--- config.mk ---
export PLATFORM = sky130hd
export DESIGN_NAME = touch_contact_segment_tracker
export DESIGN_NICKNAME = d
export VERILOG_FILES = /design/src/rtl/tcst_pkg.sv /design/src/rtl/touch_contact_segment_tracker.sv /design/src/rtl/tcst_front.sv /design/src/rtl/tcst_queue.sv /design/src/rtl/tcst_back.sv
export SDC_FILE = /design/constraint.sdc
export NUM_CORES = 1
export LEC_CHECK = 0
export ABC_AREA = 1
export BUFFER_PORTS_ARGS = -buffer_cell sky130_fd_sc_hd__buf_2
export CORE_MARGIN = 2
export CORE_UTILIZATION = 57
export DETAILED_ROUTE_END_ITERATION = 8
export PLACE_DENSITY = 0.8
export SLEW_MARGIN = 20
export SYNTH_ARGS = -nofsm -noshare
export SYNTH_HDL_FRONTEND = slang
export SYNTH_HIERARCHICAL = 1
export SYNTH_SLANG_ARGS = --single-unit
export TNS_END_PERCENT = 50
--- constraint.sdc ---
create_clock -name clk -period 3.9 [get_ports clk]
set_clock_uncertainty 0.2 [all_clocks]
set_input_delay 0.39 -clock clk [delete_from_list [all_inputs] [get_ports clk]]
set_output_delay 0.39 -clock clk [all_outputs]
set_load 0.01 [all_outputs]
--- src/rtl/tcst_pkg.sv ---
package tcst_pkg;

    // Slot table size and derived widths
    localparam int SLOTS   = 16;
    localparam int SLOT_W  = (SLOTS > 1) ? $clog2(SLOTS) : 1;
    localparam int CNT_W   = $clog2(SLOTS + 1);

    // Queue between classifier and executor
    localparam int QDEPTH  = 2;
    localparam int QPTR_W  = (QDEPTH > 1) ? $clog2(QDEPTH) : 1;
    localparam int QCNT_W  = $clog2(QDEPTH + 1);

    // Event types
    localparam logic [15:0] TYPE_KEY = 16'h0001;
    localparam logic [15:0] TYPE_ABS = 16'h0003;
    localparam logic [15:0] TYPE_MSC = 16'h0004;

    // Event codes
    localparam logic [15:0] CODE_MT_SLOT       = 16'h002f;
    localparam logic [15:0] CODE_MT_TRACKING   = 16'h0039;
    localparam logic [15:0] CODE_MSC_TIMESTAMP = 16'h0005;
    localparam logic [15:0] CODE_TOUCH         = 16'h014a;
    localparam logic [15:0] CODE_TOOL_1        = 16'h0145;
    localparam logic [15:0] CODE_TOOL_2        = 16'h014d;
    localparam logic [15:0] CODE_TOOL_3        = 16'h014e;
    localparam logic [15:0] CODE_TOOL_4        = 16'h014f;

    localparam logic [31:0] RELEASE_ID = 32'hFFFF_FFFF;

    // Key mask bits: touch key, then the four tool keys
    localparam int KEY_W     = 5;
    localparam int KEY_TOUCH = 0;
    localparam int KEY_TOOL1 = 1;
    localparam int KEY_TOOL2 = 2;
    localparam int KEY_TOOL3 = 3;
    localparam int KEY_TOOL4 = 4;

    typedef enum logic [1:0] {
        OP_OTHER = 2'd0,
        OP_SLOT  = 2'd1,
        OP_TRACK = 2'd2,
        OP_KEY   = 2'd3
    } op_kind_t;

    // Classified event as carried from front to back
    typedef struct packed {
        op_kind_t              kind;
        logic                  is_stamp;
        logic                  slot_ok;
        logic [SLOT_W-1:0]     slot_num;
        logic                  release_id;
        logic [KEY_W-1:0]      key_mask;
        logic                  key_on;
    } op_t;

endpackage

--- src/rtl/touch_contact_segment_tracker.sv ---
// Each accepted item passes the classifier register, the queue and the output register
// in turn; a low out_ready holds them.
// Throughput: one item per cycle while out_ready is high.
// Reset (rst_n, asynchronous, active low): slot 0 selected, no contacts active,
// all key flags and the pending break cleared, queue and output register empty.
module touch_contact_segment_tracker (
    input  logic                 clk,
    input  logic                 rst_n,
    input  logic                 in_valid,
    output logic                 in_ready,
    input  logic [15:0]          event_type,
    input  logic [15:0]          event_code,
    input  logic signed [31:0]   event_value,
    output logic                 out_valid,
    input  logic                 out_ready,
    output logic                 break_before,
    output logic                 break_after
);
    import tcst_pkg::*;

    logic front_valid, front_ready;
    op_t  front_op;
    logic q_valid, q_ready;
    op_t  q_op;

    // Classify incoming items
    tcst_front u_front (
        .clk         (clk),
        .rst_n       (rst_n),
        .in_valid    (in_valid),
        .in_ready    (in_ready),
        .event_type  (event_type),
        .event_code  (event_code),
        .event_value (event_value),
        .op_valid    (front_valid),
        .op_ready    (front_ready),
        .op          (front_op)
    );

    // Decouple front and back
    tcst_queue u_queue (
        .clk        (clk),
        .rst_n      (rst_n),
        .push_valid (front_valid),
        .push_ready (front_ready),
        .push_op    (front_op),
        .pop_valid  (q_valid),
        .pop_ready  (q_ready),
        .pop_op     (q_op)
    );

    // Track contacts and emit break flags
    tcst_back u_back (
        .clk          (clk),
        .rst_n        (rst_n),
        .op_valid     (q_valid),
        .op_ready     (q_ready),
        .op           (q_op),
        .out_valid    (out_valid),
        .out_ready    (out_ready),
        .break_before (break_before),
        .break_after  (break_after)
    );

endmodule

--- src/rtl/tcst_front.sv ---
module tcst_front (
    input  logic                 clk,
    input  logic                 rst_n,
    input  logic                 in_valid,
    output logic                 in_ready,
    input  logic [15:0]          event_type,
    input  logic [15:0]          event_code,
    input  logic signed [31:0]   event_value,
    output logic                 op_valid,
    input  logic                 op_ready,
    output tcst_pkg::op_t        op
);
    import tcst_pkg::*;

    logic        valid_reg;
    op_t         op_reg;
    op_t         op_next;
    logic [31:0] value_u;

    assign value_u  = $unsigned(event_value);
    assign in_ready = !valid_reg || op_ready;
    assign op_valid = valid_reg;
    assign op       = op_reg;

    // Classify the incoming item
    always_comb
    begin
        op_next            = '0;
        op_next.kind       = OP_OTHER;
        op_next.is_stamp   = (event_type == TYPE_MSC) && (event_code == CODE_MSC_TIMESTAMP);
        op_next.slot_ok    = value_u < 32'(SLOTS);
        op_next.slot_num   = value_u[SLOT_W-1:0];
        op_next.release_id = value_u == RELEASE_ID;
        op_next.key_on     = |value_u;

        case (event_code)
            CODE_TOUCH:  op_next.key_mask[KEY_TOUCH] = 1'b1;
            CODE_TOOL_1: op_next.key_mask[KEY_TOOL1] = 1'b1;
            CODE_TOOL_2: op_next.key_mask[KEY_TOOL2] = 1'b1;
            CODE_TOOL_3: op_next.key_mask[KEY_TOOL3] = 1'b1;
            CODE_TOOL_4: op_next.key_mask[KEY_TOOL4] = 1'b1;
            default:     op_next.key_mask = '0;
        endcase

        if (event_type == TYPE_ABS && event_code == CODE_MT_SLOT)
        begin
            op_next.kind = OP_SLOT;
        end
        else if (event_type == TYPE_ABS && event_code == CODE_MT_TRACKING)
        begin
            op_next.kind = OP_TRACK;
        end
        else if (event_type == TYPE_KEY && (|op_next.key_mask))
        begin
            op_next.kind = OP_KEY;
        end
    end

    // Stage register
    always_ff @(posedge clk or negedge rst_n)
    begin
        if (!rst_n)
        begin
            valid_reg <= 1'b0;
        end
        else if (in_ready)
        begin
            valid_reg <= in_valid;
        end
    end

    always_ff @(posedge clk)
    begin
        if (in_valid && in_ready)
        begin
            op_reg <= op_next;
        end
    end

endmodule

--- src/rtl/tcst_queue.sv ---
module tcst_queue (
    input  logic             clk,
    input  logic             rst_n,
    input  logic             push_valid,
    output logic             push_ready,
    input  tcst_pkg::op_t    push_op,
    output logic             pop_valid,
    input  logic             pop_ready,
    output tcst_pkg::op_t    pop_op
);
    import tcst_pkg::*;

    op_t               entry_reg [QDEPTH];
    logic [QPTR_W-1:0] wr_ptr_reg;
    logic [QPTR_W-1:0] rd_ptr_reg;
    logic [QCNT_W-1:0] count_reg;
    logic              push;
    logic              pop;

    assign push_ready = count_reg != QCNT_W'(QDEPTH);
    assign pop_valid  = count_reg != '0;
    assign pop_op     = entry_reg[rd_ptr_reg];
    assign push       = push_valid && push_ready;
    assign pop        = pop_valid && pop_ready;

    // Pointers and fill count
    always_ff @(posedge clk or negedge rst_n)
    begin
        if (!rst_n)
        begin
            wr_ptr_reg <= '0;
            rd_ptr_reg <= '0;
            count_reg  <= '0;
        end
        else
        begin
            if (push)
            begin
                wr_ptr_reg <= (wr_ptr_reg == QPTR_W'(QDEPTH - 1)) ? '0 : wr_ptr_reg + 1'b1;
            end
            if (pop)
            begin
                rd_ptr_reg <= (rd_ptr_reg == QPTR_W'(QDEPTH - 1)) ? '0 : rd_ptr_reg + 1'b1;
            end
            if (push && !pop)
            begin
                count_reg <= count_reg + 1'b1;
            end
            else if (pop && !push)
            begin
                count_reg <= count_reg - 1'b1;
            end
        end
    end

    // Entry storage
    always_ff @(posedge clk)
    begin
        if (push)
        begin
            entry_reg[wr_ptr_reg] <= push_op;
        end
    end

endmodule

--- src/rtl/tcst_back.sv ---
module tcst_back (
    input  logic             clk,
    input  logic             rst_n,
    input  logic             op_valid,
    output logic             op_ready,
    input  tcst_pkg::op_t    op,
    output logic             out_valid,
    input  logic             out_ready,
    output logic             break_before,
    output logic             break_after
);
    import tcst_pkg::*;

    logic [SLOT_W-1:0] slot_index_reg, slot_index_next;
    logic              slot_valid_reg, slot_valid_next;
    logic [SLOTS-1:0]  slot_active_reg, slot_active_next;
    logic [CNT_W-1:0]  active_count_reg, active_count_next;
    logic              touch_key_reg, touch_key_next;
    logic [3:0]        tool_flags_reg, tool_flags_next;
    logic              pending_reg, pending_next;
    logic              out_valid_reg;
    logic              before_reg, before_next;
    logic              after_reg, after_next;

    logic              pop;
    logic              cur_active;
    logic [KEY_W-1:0]  keys_cur, keys_new;
    logic              prev_touching, now_touching;
    logic              pend_mid;

    assign op_ready     = !out_valid_reg || out_ready;
    assign pop          = op_valid && op_ready;
    assign out_valid    = out_valid_reg;
    assign break_before = before_reg;
    assign break_after  = after_reg;

    assign cur_active = slot_active_reg[slot_index_reg];
    assign keys_cur   = {tool_flags_reg, touch_key_reg};

    // Apply one item to the tracking state
    always_comb
    begin
        slot_index_next   = slot_index_reg;
        slot_valid_next   = slot_valid_reg;
        slot_active_next  = slot_active_reg;
        active_count_next = active_count_reg;
        keys_new          = keys_cur;

        case (op.kind)
            OP_SLOT:
            begin
                slot_valid_next = op.slot_ok;
                if (op.slot_ok)
                begin
                    slot_index_next = op.slot_num;
                end
            end
            OP_TRACK:
            begin
                if (slot_valid_reg)
                begin
                    if (op.release_id && cur_active)
                    begin
                        slot_active_next[slot_index_reg] = 1'b0;
                        active_count_next = active_count_reg - 1'b1;
                    end
                    else if (!op.release_id && !cur_active)
                    begin
                        slot_active_next[slot_index_reg] = 1'b1;
                        active_count_next = active_count_reg + 1'b1;
                    end
                end
            end
            OP_KEY:
            begin
                keys_new = op.key_on ? (keys_cur | op.key_mask) : (keys_cur & ~op.key_mask);
            end
            default:
            begin
                keys_new = keys_cur;
            end
        endcase

        touch_key_next  = keys_new[KEY_TOUCH];
        tool_flags_next = keys_new[KEY_TOOL4:KEY_TOOL1];

        // Break bookkeeping around the update
        prev_touching = (active_count_reg != '0) || (|keys_cur);
        now_touching  = (active_count_next != '0) || (|keys_new);
        before_next   = pending_reg && !op.is_stamp;
        pend_mid      = before_next ? 1'b0 : pending_reg;
        if (prev_touching && !now_touching)
        begin
            pend_mid = 1'b1;
        end
        after_next   = pend_mid && op.is_stamp;
        pending_next = after_next ? 1'b0 : pend_mid;
    end

    // Tracking state and output register
    always_ff @(posedge clk or negedge rst_n)
    begin
        if (!rst_n)
        begin
            slot_index_reg   <= '0;
            slot_valid_reg   <= 1'b1;
            slot_active_reg  <= '0;
            active_count_reg <= '0;
            touch_key_reg    <= 1'b0;
            tool_flags_reg   <= '0;
            pending_reg      <= 1'b0;
            out_valid_reg    <= 1'b0;
            before_reg       <= 1'b0;
            after_reg        <= 1'b0;
        end
        else
        begin
            if (op_ready)
            begin
                out_valid_reg <= op_valid;
            end
            if (pop)
            begin
                slot_index_reg   <= slot_index_next;
                slot_valid_reg   <= slot_valid_next;
                slot_active_reg  <= slot_active_next;
                active_count_reg <= active_count_next;
                touch_key_reg    <= touch_key_next;
                tool_flags_reg   <= tool_flags_next;
                pending_reg      <= pending_next;
                before_reg       <= before_next;
                after_reg        <= after_next;
            end
        end
    end

`ifndef SYNTHESIS
    // Contact count follows the active bitmap
    a_count_matches: assert property (@(posedge clk) disable iff (!rst_n)
        active_count_reg == CNT_W'($countones(slot_active_reg)))
        else $error("active count out of step with slot bitmap");

    // A result never marks a break on both sides
    a_one_break: assert property (@(posedge clk) disable iff (!rst_n)
        out_valid_reg |-> !(before_reg && after_reg))
        else $error("break marked before and after one item");

    // A timestamp item always drains the pending break
    a_stamp_drains: assert property (@(posedge clk) disable iff (!rst_n)
        (pop && op.is_stamp) |=> !pending_reg)
        else $error("break still pending after timestamp");
`endif

endmodule
==> results of run 1 <==
-- cells in the mapped netlist --
master	number	area share [%]
sky130_fd_sc_hd__nand2_1	163	14
sky130_fd_sc_hd__xnor2_1	2	0.39
sky130_fd_sc_hd__ha_1	5	1.4
sky130_fd_sc_hd__dfrtp_1	39	22
sky130_fd_sc_hd__nor2_1	65	5.5
sky130_fd_sc_hd__a22o_1	1	0.20
sky130_fd_sc_hd__nor2_4	4	1.0
sky130_fd_sc_hd__dfstp_2	1	0.59
sky130_fd_sc_hd__nor3_4	1	0.36
sky130_fd_sc_hd__nor3_1	4	0.45
sky130_fd_sc_hd__o21ai_0	27	3.0
sky130_fd_sc_hd__nand2_4	2	0.51
sky130_fd_sc_hd__nand4_1	23	3.2
sky130_fd_sc_hd__inv_2	4	0.34
sky130_fd_sc_hd__xor2_2	1	0.36
sky130_fd_sc_hd__or2_1	2	0.28
sky130_fd_sc_hd__o21ai_1	4	0.45
sky130_fd_sc_hd__buf_2	1	0.11
sky130_fd_sc_hd__nor2_2	7	0.98
sky130_fd_sc_hd__inv_8	1	0.25
sky130_fd_sc_hd__o22ai_1	1	0.14
sky130_fd_sc_hd__a21oi_1	9	1.0
sky130_fd_sc_hd__mux2_2	1	0.25
sky130_fd_sc_hd__inv_1	63	5.3
sky130_fd_sc_hd__inv_4	1	0.14
sky130_fd_sc_hd__a31oi_1	1	0.14
sky130_fd_sc_hd__nand3_4	1	0.39
sky130_fd_sc_hd__edfxtp_1	45	30
sky130_fd_sc_hd__clkinv_2	1	0.11
sky130_fd_sc_hd__nand3_2	1	0.22
sky130_fd_sc_hd__nand3_1	28	3.1
sky130_fd_sc_hd__nor3_2	1	0.22
sky130_fd_sc_hd__nor2_8	1	0.45
sky130_fd_sc_hd__buf_4	1	0.17
sky130_fd_sc_hd__nand2_2	8	1.1
sky130_fd_sc_hd__clkbuf_1	2	0.17
sky130_fd_sc_hd__buf_6	5	1.3
sky130_fd_sc_hd__nor4_1	3	0.42
-- kinds of logic after synthesis --
group           count (synthesis)  share of synthesized area, %
flops                          85                          52.8
buf+inv                        79                          7.86
fa+ha+maj                       5                          1.40
xor+xnor                        3                         0.758
compound gates                 43                          4.97
mux                             1                         0.253
simple gates                  314                          32.0
-- metal layers --
layer  track usage (%)  part of all wire (%)  vias up
li1                  -                     -     1865
met1              24.8                    43     1625
met2              36.7                    50      134
met3              5.37                   5.9       13
met4              7.84                   1.6        0
met5                 0                     0        -
-- worst max-delay path, stage by stage (launching register included) --
cell and delay, ps:
sky130_fd_sc_hd__dfrtp_1 370, sky130_fd_sc_hd__inv_1 80, sky130_fd_sc_hd__nor2_1 370, sky130_fd_sc_hd__nand2_1 90, sky130_fd_sc_hd__nand2_1 70, sky130_fd_sc_hd__o21ai_0 100
sky130_fd_sc_hd__nand4_1 160, sky130_fd_sc_hd__ha_1 550, sky130_fd_sc_hd__inv_2 160, sky130_fd_sc_hd__nand2_1 150, sky130_fd_sc_hd__inv_1 50, sky130_fd_sc_hd__nor2_1 110
sky130_fd_sc_hd__nand3_1 90, sky130_fd_sc_hd__nand2_1 80, sky130_fd_sc_hd__inv_1 40, sky130_fd_sc_hd__nor2_1 90, sky130_fd_sc_hd__nand2_1 70, sky130_fd_sc_hd__nand2_1 60
sky130_fd_sc_hd__nand2_1 40, sky130_fd_sc_hd__nand2_1 50
-- where the power goes --
| part | switching [mW] | internal (mW) |
|---|---|---|
| Sequential | 0.175 | 1.24 |
| Combinational | 0.807 | 0.381 |
| Clock | 0.309 | 0.298 |
| Total | 1.29 | 1.92 |
-- worst max-delay path by stage --
stage                        startpoint                 end  slack, ps  cells after the start
3_3_place_gp   u_back/slot_index_reg[0]  u_back/break_after       1050                     19
3_5_place_dp   u_back/slot_index_reg[0]  u_back/break_after        870                     19
2_1_floorplan  u_back/slot_index_reg[0]           flip-flop       1490                     13
4_1_cts        u_back/slot_index_reg[0]  u_back/break_after        850                     18
6_report       u_back/slot_index_reg[1]  u_back/break_after        840                     19
5_1_grt        u_back/slot_index_reg[0]  u_back/break_after        390                     19
-- final cells by class --
class	instances	area (um^2)	area share, %
inverters	70	274	5.39
clock buffers	9	124	2.44
multi-input cells	366	1760	34.6
flip-flops and latches	85	2350	46.3
repair buffers	73	373	7.33
well taps	102	128	2.51
clock inverters	7	72.6	1.43
==> impl_metrics.env, run 1 <==
export IMPL_worstPathMaxFanout=17
export IMPL_cts_max_path_buffers=2
export IMPL_route_detailed_wl_per_inst_um=11.4
export IMPL_pre_cts_slack_ps=872
export IMPL_hold_depth=3
export IMPL_critPathLaunchType="flip-flop"
export IMPL_die_height_um=92.5
export IMPL_postSynthRegisterBits=85
export IMPL_dp_final_hpwl_um=6200
export IMPL_worst_pin_slew_ps=860
export IMPL_finalWorstSetupSlack_ps=837
export IMPL_post_route_util_pct=66.5
export IMPL_timing_setup_critical_path_class="flip-flop to flip-flop"
export IMPL_timing_hold_worst_class="primary input to flip-flop"
export IMPL_place_detailed_instances=695
export IMPL_critical_path_reg2reg_startpoint="u_back/slot_index_reg[1]"
export IMPL_synth_warning_count=6
export IMPL_floorplan_die_area_mm2=0.00855
export IMPL_grt_first_pass_wirelength_um=14400
export IMPL_cts_hold_repair_buffers=1
export IMPL_rsz0062_at_grt="no"
export IMPL_synth_distinct_cells=38
export IMPL_reg2reg_setup_slack_ps=840
export IMPL_overflow=0
export IMPL_post_cts_repair_setup_buffers=0
export IMPL_reg2regPathDepth=19
export IMPL_via_count=3637
export IMPL_synth_seq_area_share_pct=52.8
export IMPL_num_nets_final=678
export IMPL_post_route_cells_drive_above_1_share_pct=20.5
export IMPL_final_hold_worst_slack_ps=42.4
export IMPL_detailedRoute_firstIterationViolations=183
export IMPL_std_cell_rows=32
export IMPL_run_status="completed"
export IMPL_vdd_drop_max_mv=0.291
export IMPL_critical_path_arrival_ps=3150
export IMPL_layout_cells_most_common="sky130_fd_sc_hd__nand2_1"
export IMPL_number_of_antenna_violations_at_the_first_check_in_global_routing=0
export IMPL_post_dp_cell_area_mm2=0.00488
export IMPL_post_synth_inst_count=530
export IMPL_clk_transition_reported_paths_ps=90
export IMPL_ant_nets=0
export IMPL_vias_per_cell=5.11
export IMPL_power_density_cell_area_mw_per_mm2=631
export IMPL_mappedNetlistArea_mm2=0.00446
export IMPL_cts_htree_levels=3
export IMPL_layout_area_overhead_vs_synth_pct=14.0
export IMPL_drc=0
export IMPL_final_cell_count_no_fill=712
export IMPL_synth_area_per_cell_um2=8.41
export IMPL_initial_utilization_pct=58.3
export IMPL_cts_tree="built"
export IMPL_maxSlewHeadroom_pct=42.7
export IMPL_p_leak_nw=2.42
export IMPL_finalWorstPathRequiredPeriod_ps=3060
export IMPL_first_pass_iters=5
export IMPL_buffer_ports_inserted=71
export IMPL_cts_sinks=85
export IMPL_required_ps=3990
export IMPL_io_pins=72
export IMPL_final_hold_violation_count=0
export IMPL_ctsRootBufferMaster="sky130_fd_sc_hd__clkbuf_8"
export IMPL_finish_stage_setup_viols=0
export IMPL_hold_path_start="in_valid"
export IMPL_finalPower_mw=3.21
export IMPL_slew_viol_final=0
export IMPL_min_to="u_front/op_valid"
export IMPL_gp_congestion=0.953
export IMPL_antenna_cells_inserted=0
export IMPL_wl_um=8140
export IMPL_grt_total_usage_pct=21.0
export IMPL_fillers=632
export IMPL_first_global_vias=3487
export IMPL_grt_max_degree=41
export IMPL_critical_path_endpoint_type="flip-flop"
export IMPL_fmaxAchievable_mhz=326
export IMPL_layout_common_cells="sky130_fd_sc_hd__nand2_1 (163), sky130_fd_sc_hd__buf_2 (71), sky130_fd_sc_hd__inv_1 (63), sky130_fd_sc_hd__nor2_1 (63), sky130_fd_sc_hd__edfxtp_1 (45)"
export IMPL_layout_cell_area_non_filler_mm2=0.00508
export IMPL_cts_repair_resized=0
export IMPL_timing_final_crit_share_pct=78.5
export IMPL_finalSetupTns_ps=0
export IMPL_max_cap_viol_count=0
export IMPL_die_x_um=92.5
export IMPL_design_core_area_mm2=0.00765
export IMPL_net_count_of_the_mapped_netlist=603
export IMPL_clkLatencyLatePin_ps=350
export IMPL_cts_inserted_buffers=9
export IMPL_worst_r2r_endpoint="u_back/break_after"
Power figures use the tool's default switching activity.
==> run 2: changes to the inputs <==
- ABC_AREA: 1 -> 0
- CORE_UTILIZATION: 57 -> 51
- PLACE_DENSITY: 0.8 -> 0.76
- clock period: 3.9 -> 2.8 ns (I/O delays scaled with it)
==> run 2 against run 1 <==
  * Global-route usage fell by 1.2 points
  * Highest routed layer unchanged
  * Power is 45% higher
  * Fmax down 3.3%
  * Die area increased by 5.5%
  * Worst setup slack got worse by 1200 ps
  * Synthesized cell count is 36% lower
  * Combinational power up 51%
  * Utilization decreased by 1.9 points
  * Final cell count down 23%
  * The flow now finishes with violations (setup timing)
  * Via count decreased by 15%
  * Routed wire length up 5.6%
  * Sequential share of layout area is 1.5 points lower
==> impl_metrics.env, run 2 <==
export IMPL_multi_input_comb_area_mm2=0.00191
export IMPL_grt_use_met2_pct=34.4
export IMPL_mappedNetlistArea_mm2=0.00422
export IMPL_gp_congestion=0.865
export IMPL_via_count=3102
export IMPL_seq_power_share_pct=42.5
export IMPL_grt_total_usage_pct=19.8
export IMPL_num_nets_final=509
export IMPL_internal_power_mw=3.04
export IMPL_postSynthRegisterBits=85
export IMPL_first_global_vias=2969
export IMPL_synth_area_per_cell_um2=12.5
export IMPL_p_sw_mw=1.62
export IMPL_synth_ff_type="sky130_fd_sc_hd__edfxtp_1"
export IMPL_ys_top_cells_by_area="sky130_fd_sc_hd__edfxtp_1 (32%), sky130_fd_sc_hd__dfrtp_1 (23%), sky130_fd_sc_hd__mux2_2 (4.3%), sky130_fd_sc_hd__mux2_4 (3.2%), sky130_fd_sc_hd__mux4_2 (2.7%)"
export IMPL_die_x_um=95.0
export IMPL_io_pins=72
export IMPL_layout_area_overhead_vs_synth_pct=24.5
export IMPL_max_cap_viol_count=0
export IMPL_rsz0062_at_grt="yes"
export IMPL_cts_max_path_buffers=2
export IMPL_finalPower_mw=4.65
export IMPL_first_pass_iters=4
export IMPL_postSynth_asyncResetShare_pct=47.1
export IMPL_critical_path_arrival_ps=3210
export IMPL_required_ps=2840
export IMPL_synth_top_cell_area_share_pct=32.0
export IMPL_busiest_layer="met2"
export IMPL_reg2reg_setup_slack_ps=-370
export IMPL_hold_path_start="event_type[2]"
export IMPL_reg2regPathDepth=8
export IMPL_finalWorstPathRequiredPeriod_ps=3170
export IMPL_layout_cell_area_non_filler_mm2=0.00526
export IMPL_cts_sinks=85
export IMPL_initial_utilization_pct=51.9
export IMPL_wl_um=8600
export IMPL_layout_cells_most_common="sky130_fd_sc_hd__buf_2"
export IMPL_synthMostInstantiatedCell="sky130_fd_sc_hd__edfxtp_1"
export IMPL_sequential_cell_area_mm2=0.00235
export IMPL_hold_depth=2
export IMPL_overflow=0
export IMPL_switching_share_pct=34.7
export IMPL_timing_hold_worst_class="primary input to flip-flop"
export IMPL_synth_warning_count=6
export IMPL_ctsRootBufferMaster="sky130_fd_sc_hd__clkbuf_8"
export IMPL_post_dp_cell_area_mm2=0.00477
export IMPL_min_to="u_front/op[12]"
export IMPL_synth_top_cells_by_count="sky130_fd_sc_hd__edfxtp_1 (45), sky130_fd_sc_hd__dfrtp_1 (39), sky130_fd_sc_hd__nor2_1 (22), sky130_fd_sc_hd__nand2_1 (18), sky130_fd_sc_hd__a21oi_1 (17)"
export IMPL_floorplan_die_area_mm2=0.00902
export IMPL_fillers=595
export IMPL_slew_viol_final=0
export IMPL_clk_transition_reported_paths_ps=90
export IMPL_critPathLaunchType="flip-flop"
export IMPL_net_count_of_the_mapped_netlist=411
export IMPL_critical_path_reg2reg_startpoint="u_back/slot_index_reg[0]"
export IMPL_dp_final_hpwl_um=6140
export IMPL_run_status="finished with violations"
export IMPL_vdd_drop_max_mv=0.444
export IMPL_worstPathMaxFanout=6
export IMPL_cts_tree="built"
export IMPL_timing_final_crit_share_pct=113
export IMPL_cts_htree_levels=3
export IMPL_violations="setup timing"
export IMPL_vias_per_cell=5.68
export IMPL_grt_max_degree=41
export IMPL_antenna_cells_inserted=0
export IMPL_fmaxAchievable_mhz=316
export IMPL_final_hold_violation_count=0
export IMPL_worst_pin_slew_ps=918
export IMPL_comb_power_share_pct=38.7
export IMPL_synth_top_area_cell="sky130_fd_sc_hd__edfxtp_1"
export IMPL_layout_common_cells="sky130_fd_sc_hd__buf_2 (72), sky130_fd_sc_hd__edfxtp_1 (45), sky130_fd_sc_hd__dfrtp_1 (38)"
export IMPL_critical_path_endpoint_type="flip-flop"
export IMPL_finish_stage_setup_viols=20
export IMPL_ant_nets=0
export IMPL_std_cell_rows=33
export IMPL_number_of_antenna_violations_at_the_first_check_in_global_routing=0
export IMPL_drc=0
export IMPL_die_height_um=95.0
export IMPL_synth_enable_flop_cells=45
export IMPL_finalWorstSetupSlack_ps=-367
export IMPL_route_detailed_wl_per_inst_um=15.7
export IMPL_power_share_clock_pct=18.8
export IMPL_timing_setup_critical_path_class="flip-flop to flip-flop"
export IMPL_globalRouteMet1Util_pct=24.5
export IMPL_maxSlewHeadroom_pct=38.8
export IMPL_design_core_area_mm2=0.00813
export IMPL_clkLatencyLatePin_ps=360
export IMPL_synth_distinct_cells=56
export IMPL_met3_usage_pct=3.91
export IMPL_post_route_cells_drive_above_1_share_pct=40.6
export IMPL_grt_first_pass_wirelength_um=13700
export IMPL_cts_inserted_buffers=9
export IMPL_synth_seq_area_share_pct=55.7
export IMPL_post_synth_inst_count=338
export IMPL_detailedRoute_firstIterationViolations=139
export IMPL_power_density_cell_area_mw_per_mm2=885
export IMPL_buffer_ports_inserted=71
export IMPL_p_leak_nw=2.11
## run 2: cell types whose count changed after synthesis, moves of 9 or more
cell                       change
sky130_fd_sc_hd__mux2_4        +9
sky130_fd_sc_hd__nand2_1     -145
sky130_fd_sc_hd__inv_1        -52
sky130_fd_sc_hd__nor4_1        +9
sky130_fd_sc_hd__nor2_1       -43
sky130_fd_sc_hd__nand3_1      -22
sky130_fd_sc_hd__o31ai_1       +9
sky130_fd_sc_hd__o21ai_0      -18
sky130_fd_sc_hd__mux2_2       +15
sky130_fd_sc_hd__nand2b_1     +10
## run 2: power groups by stage
stage | Clock, mW | Sequential (mW) | Combinational (mW)
final | 0.874 | 1.98 | 1.80
after detailed placement | 0 | 1.98 | 1.58
after floorplan | 0 | 1.88 | 1.27
after global placement | 0 | 1.96 | 1.53
after CTS | 0.892 | 1.96 | 1.69
after global routing | 0.945 | 2.02 | 1.97
## run 2: routing by layer
| layer | routed length (um) | vias up |
|---|---|---|
| li1 | - | 1496 |
| met1 | 3570 | 1489 |
| met2 | 4430 | 107 |
| met3 | 469 | 10 |
| met4 | 136 | 0 |
| met5 | 0 | - |
## run 2: per-stage QoR
step / utilization (%) / worst slack, ps / hold slack [ps] / TNS, ps / instances
4_1_cts: 62.8 / -234 / 73.0 / -2820 / 542
6_report: 64.6 / -367 / 83.1 / -5260 / 546
3_3_place_gp: 58.6 / -279 / 223 / -2290 / 518
5_1_grt: 64.6 / -443 / 81.3 / -7530 / 546
3_5_place_dp: 58.6 / -358 / 231 / -4150 / 518
2_1_floorplan: - / -269 / -216 / -846 / 338
## run 2: worst max-delay path by stage
stage                        startpoint  slack [ps]        end  depth (start not counted)
3_5_place_dp   u_back/slot_index_reg[0]        -360  flip-flop                          7
4_1_cts        u_back/slot_index_reg[0]        -230  flip-flop                          7
5_1_grt        u_back/slot_index_reg[0]        -440  flip-flop                         11
2_1_floorplan  u_back/slot_index_reg[0]        -270  flip-flop                          9
6_report       u_back/slot_index_reg[0]        -370  flip-flop                          8
3_3_place_gp   u_back/slot_index_reg[0]        -280  flip-flop                          7
## run 2: timing repair
item / 4_1_cts / 5_1_grt
hold buffers: 6 / 0
hold endpoints to repair: 44 / 0
setup endpoints to repair: 21 / 21
setup buffers: 2 / 4
pin swaps: 7 / 10
gates resized for setup: 15 / 25
gates cloned: 0 / 0
## run 2: final cells by class
| cell class | count | share of cell area [%] |
|---|---|---|
| repair buffers | 102 | 11.8 |
| inverters | 11 | 0.785 |
| well taps | 105 | 2.50 |
| clock inverters | 5 | 1.12 |
| clock buffers | 11 | 2.69 |
| flip-flops and latches | 85 | 44.8 |
| multi-input cells | 227 | 36.3 |
## run 2: cell families (layout without fill, tap and decap cells)
group | Yosys count | in the layout | share of synthesized area, %
muxes | 32 | 32 | 10.6
AOI/OAI and AO/OA | 53 | 53 | 7.85
xor gates and xnor gates | 11 | 11 | 2.28
and+or+nand+nor | 126 | 126 | 18.5
DFF | 85 | 85 | 55.8
buffers and inverters | 26 | 129 | 3.53
adders and majority gates | 5 | 5 | 1.48
## run 2: critical path, cell delays in order (launching register included)
cell and delay, ps:
sky130_fd_sc_hd__dfrtp_2 460, sky130_fd_sc_hd__mux4_2 520, sky130_fd_sc_hd__mux4_2 490, sky130_fd_sc_hd__buf_4 150
sky130_fd_sc_hd__inv_2 50, sky130_fd_sc_hd__ha_4 200, sky130_fd_sc_hd__or4b_4 510, sky130_fd_sc_hd__nor3_4 150
sky130_fd_sc_hd__mux2_4 310
